**src/rtl/srl_pkg.sv**
```systemverilog
// shared types, widths and helpers for the sprinkler link response block
// no dependencies
package srl_pkg;

  localparam int NumSprinklersDef = 16;

  // field widths
  localparam int IdxW     = 4;
  localparam int SpeedW   = 16;
  localparam int TempW    = 16;
  localparam int StepW    = 16;
  localparam int RtiW     = 10;
  localparam int CondW    = 12;
  localparam int CfgIdxW  = 8;
  localparam int CfgDataW = 16;
  localparam int InDataW  = 56;
  localparam int OutDataW = 24;

  // internal widths
  localparam int DteW   = 24;
  localparam int RadW   = 40;
  localparam int RootW  = 20;
  localparam int LinkW  = 26;
  localparam int InnerW = 47;
  localparam int MagW   = 46;
  localparam int NumW   = 63;
  localparam int DivW   = 31;

  // reset values of the configuration registers
  localparam logic [RtiW-1:0]  RtiRst  = 10'd200;
  localparam logic [CondW-1:0] CondRst = 12'd0;
  localparam logic [TempW-1:0] ActRst  = 16'd27648;
  localparam logic [TempW-1:0] T0Rst   = 16'd19082;

  typedef enum logic [CfgIdxW-1:0] {
    REG_RTI  = 8'd0,
    REG_COND = 8'd1,
    REG_ACT  = 8'd2,
    REG_T0   = 8'd3
  } srl_reg_e;

  typedef enum logic [2:0] {
    ST_IDLE,
    ST_SQRT,
    ST_MUL,
    ST_NUM,
    ST_DIV,
    ST_FIN
  } srl_state_e;

  typedef struct packed {
    logic load;
    logic mul_en;
    logic num_en;
    logic commit;
  } srl_cmd_t;

  typedef struct packed {
    logic skip;
    logic sqrt_done;
    logic div_done;
    logic out_free;
  } srl_sts_t;

  // link temperature in 1/4096 K to 1/64 K, rounded and saturated
  function automatic logic [TempW-1:0] to_output(input logic signed [LinkW-1:0] lq);
    logic [LinkW-1:0] t;
    logic [TempW-1:0] r;
    t = LinkW'(lq + LinkW'(32)) >> 6;
    if (lq < 0) begin
      r = '0;
    end else if (t > LinkW'(16'hFFFF)) begin
      r = '1;
    end else begin
      r = t[TempW-1:0];
    end
    return r;
  endfunction

endpackage

```
**src/rtl/srl_ctrl.sv**
```systemverilog
// controller state machine sequencing one sample through the datapath
// depends on srl_pkg
module srl_ctrl (
  input  logic              clk_i,
  input  logic              rst_ni,
  input  logic              in_valid_i,
  output logic              in_ready_o,
  input  srl_pkg::srl_sts_t sts_i,
  output srl_pkg::srl_cmd_t cmd_o
);
  import srl_pkg::*;

  srl_state_e state_q, state_d;

  always_ff @(posedge clk_i or negedge rst_ni) begin
    if (!rst_ni) begin
      state_q <= ST_IDLE;
    end else begin
      state_q <= state_d;
    end
  end

  // next state and commands
  always_comb begin
    state_d    = state_q;
    cmd_o      = '0;
    in_ready_o = 1'b0;
    case (state_q)
      ST_IDLE: begin
        in_ready_o = 1'b1;
        if (in_valid_i) begin
          cmd_o.load = 1'b1;
          state_d    = ST_SQRT;
        end
      end
      ST_SQRT: begin
        if (sts_i.skip) begin
          state_d = ST_FIN;
        end else if (sts_i.sqrt_done) begin
          state_d = ST_MUL;
        end
      end
      ST_MUL: begin
        cmd_o.mul_en = 1'b1;
        state_d      = ST_NUM;
      end
      ST_NUM: begin
        cmd_o.num_en = 1'b1;
        state_d      = ST_DIV;
      end
      ST_DIV: begin
        if (sts_i.div_done) begin
          state_d = ST_FIN;
        end
      end
      ST_FIN: begin
        if (sts_i.out_free) begin
          cmd_o.commit = 1'b1;
          state_d      = ST_IDLE;
        end
      end
      default: state_d = ST_IDLE;
    endcase
  end

endmodule

```
**config.mk**
```make
export PLATFORM = sky130hd
export DESIGN_NAME = srl_ctrl
export DESIGN_NICKNAME = d
export VERILOG_FILES = /design/src/rtl/srl_pkg.sv /design/src/rtl/srl_ctrl.sv
export SDC_FILE = /design/constraint.sdc
export NUM_CORES = 1
export LEC_CHECK = 0
export BUFFER_PORTS_ARGS = -buffer_cell sky130_fd_sc_hd__buf_2
export CAP_MARGIN = 20
export CORE_AREA = 5 5 42 44
export DETAILED_ROUTE_END_ITERATION = 7
export DIE_AREA = 0 0 47 49
export GPL_TIMING_DRIVEN = 1
export PLACE_DENSITY = 0.45
export SKIP_LAST_GASP = 1
export SLEW_MARGIN = 20
export SYNTH_ARGS = -nofsm -noshare
export SYNTH_HDL_FRONTEND = slang
export SYNTH_SLANG_ARGS = --single-unit
export TNS_END_PERCENT = 50
```
**constraint.sdc**
```tcl
create_clock -name clk_i -period 1.5 [get_ports clk_i]
set_input_delay 0.45 -clock clk_i [delete_from_list [all_inputs] [get_ports clk_i]]
set_output_delay 0.45 -clock clk_i [all_outputs]
set_load 0.05 [all_outputs]
```
==> results.md <==
* WL final at 666 um
* Setup crit start kind: register
* Max Freq at about 610 MHz
* Via count at 260
* CTS Buffer Depth at 2
* Nets at 56
* Status: finished with violations
* I/O pin total at 12
* RSZ-0062 raised after global routing: true
* H-tree depth at 1
* Sw Share at 43.9%
* Min cycle time layout at 1.65 ns
* Worst r2r src: state_q[0]
* Clock transition at path regs at around 0.04 ns
* Syn-to-layout area delta at 80.5%
* Dpl ws at -0.0137 ns
* CP arrival at 1.20 ns
* Peak supply drop at 0.879 mV
* Final TNS setup at -0.596 ns
* Initial DRT Pass Iterations at 3
* Post-synthesis compound-gate area fraction at 20.0%
* Switch Pwr at 0.000437 W
* Max-slew violation count at 0
* Endpoints failing hold at 0
* Rows at 14
* Grt ovf at 0
* HP Class: in -> async
* Pin count of the biggest net entering global routing at 7
* Largest family of logic cells by synthesized area: simple AND/OR/NAND/NOR gates
* Leak at 0.221 nW
* PwrDens at 2260 nW/um^2
* Adder and majority cell fraction of the synthesized area at 0%
* Area share of xor/xnor cells in the synthesized design at 0%
* Avg Inst Size Synth at 9.04 um^2
* # port buffers at 11
* Wire per inst at roughly 10 um
* Seq/Total Area, Yosys at 30.8%
* Final WS setup at -0.146 ns
* Layout cells sized above 1 at 66.7%
* DP Cell Count at 58
* WS Path Type: reg -> out
* Maxcap violations at 0
* Worst-margin pin slew at between 0.2 and 0.3 ns
* TritonCTS Sinks at 3
* Skew final at 0.000707 ns
* Biggest register: state_q
* Register area at just under 80 um^2
* CTS tree: built
* N_diodes at 0
* Antenna violations before repair at 0
* Seq pwr share at 20.2%
* Syn Inst Count at 27
* Vias in the first global route at 274
* Violated checks: setup timing
* Simple logic cell fraction of the synthesized area at 32.8%
* Clock share of power at 14.4%
* Synth Register Bits at 3
* Synth Cell Area at 244 um^2
* Internal power at 0.000558 W
* Yosys warnings at 0
* Root buf cell: clkbuf_4
* Commonest non-fill, non-tap cell in the layout: buf_4
* Die area at ~2300 um^2
* Final period utilization at 110%
* Total GRT Usage at 7.06%
* Synth cell types at 19
* Layout Cells excl Fill at 64
* Setup crit start: state_q[2]
* Die height at roughly 50 um
* Fillers at 161
* Antenna Violating Nets Remaining at 0
* Mux contribution to synthesized area at 4.10%
* Max reg flops at 3
* Die width at between 40 and 50 um
* Core Region at 1400 um^2
* Synthesized net count at 34
* WP data required at approximately 1.1 ns
* Relative slew slack at between 80% and 90%
* Most frequent cells in the layout: buf_4, buf_2, clkbuf_4, buf_6, dfrtp_2
* Largest regs: state_q x3
* DR vias/cell at 4.06
* Post-cts hold buffer count at 0
* Setup violations, final at 5
* Comb power frac at 65.4%
* Dpl hpwl at approximately 540 um
* CTS buffer count at 3
* DRC viols at 0
* DRT iter0 DRCs at 4
* CP Capture Type: output pin
* RD Place Congestion at around 0.74
* Crit-path max FO at 5
* Global-route wire length before repair at roughly 1100 um
* Final Util at 31.4%
* Multi-input gate area at 164 um^2
* Initial Util at 17.4%
* Worst-Skew Late Latency at 0.23 ns
-- layout make-up --
cell class	instances	area share [%]
clock buffers	4	5.97
inverters	2	1.70
multi-input cells	20	37.2
flip-flops and latches	3	17.9
well taps	16	4.55
repair buffers	19	32.7
-- layer usage --
| metal | GRT usage, % | routed length, um | vias to the layer above |
|---|---|---|---|
| met5 | 0 | 0 | - |
| li1 | - | - | 133 |
| met4 | 6.91 | 25 | 0 |
| met3 | 2.58 | 68 | 4 |
| met1 | 9.73 | 315 | 109 |
| met2 | 7.69 | 256 | 14 |
-- worst max-delay path, cell delays in order, from the launching register on --
cell and delay (ns):
dfrtp_2 0.45, nor3_4 0.20, and2_4 0.17, buf_8 0.13
-- path summary, 6_finish.rpt --
path / cells past startpoint / end / slack, ns
worst max-delay path: 3 / cmd_o[3] / -0.15
worst min-delay path: 1 / state_q[0] / 0.008
worst max register to register: 4 / state_q[0] / 0.40
worst min register to register: 2 / state_q[1] / 0.65
max in group asynchronous: 1 / state_q[2] / 1.37
min in group clk_i: 3 / state_q[1] / 0.50
-- repair_timing --
action	in CTS	in global routing
setup endpoints to repair	5	5
cloned	0	0
endpoints found under the hold margin	0	0
pin swaps	0	1
buffers inserted	1	1
gates resized for setup	10	4
-- metrics by stage --
step | total power (W) | instance area (um^2) | hold WS [ns]
4_1_cts | 0.000956 | 418 | 0.000846
3_5_place_dp | 0.000729 | 355 | 0.253
2_1_floorplan | 0.000598 | 258 | 0.154
3_3_place_gp | 0.000729 | 355 | 0.253
6_report | 0.000995 | 440 | 0.00812
5_1_grt | 0.00106 | 440 | 0.00264
-- synthesized netlist by cell type --
cell | count | area [um^2]
nor3b_1 | 1 | 7.51
o21ai_1 | 2 | 10.0
nor3_2 | 1 | 10.0
dfrtp_1 | 3 | 75.1
nor2b_2 | 1 | 8.76
o22ai_2 | 1 | 12.5
nor2_1 | 2 | 7.51
nand2_1 | 2 | 7.51
nand2b_1 | 2 | 12.5
a2bb2oi_2 | 1 | 15.0
and2b_1 | 1 | 7.51
and3_1 | 1 | 6.26
a31oi_1 | 1 | 6.26
mux2i_1 | 1 | 10.0
buf_6 | 2 | 22.5
nor2_2 | 1 | 6.26
and2_1 | 1 | 6.26
a21oi_1 | 1 | 5.00
inv_1 | 2 | 7.51
-- logic make-up after synthesis --
family / count (synthesis)
simple gates: 13
mux: 1
compound gates: 6
buf+inv: 4
flops: 3
-- power groups by stage --
stage               Sequential [W]  Combinational (W)  Clock [W]
finish                    0.000201           0.000651   0.000143
floorplan                 0.000145           0.000453          0
global placement          0.000186           0.000543          0
global route              0.000209           0.000698   0.000153
detailed placement        0.000183           0.000546          0
CTS                       0.000190           0.000616   0.000149
No activity file was read; power rests on OpenSTA's default activity.
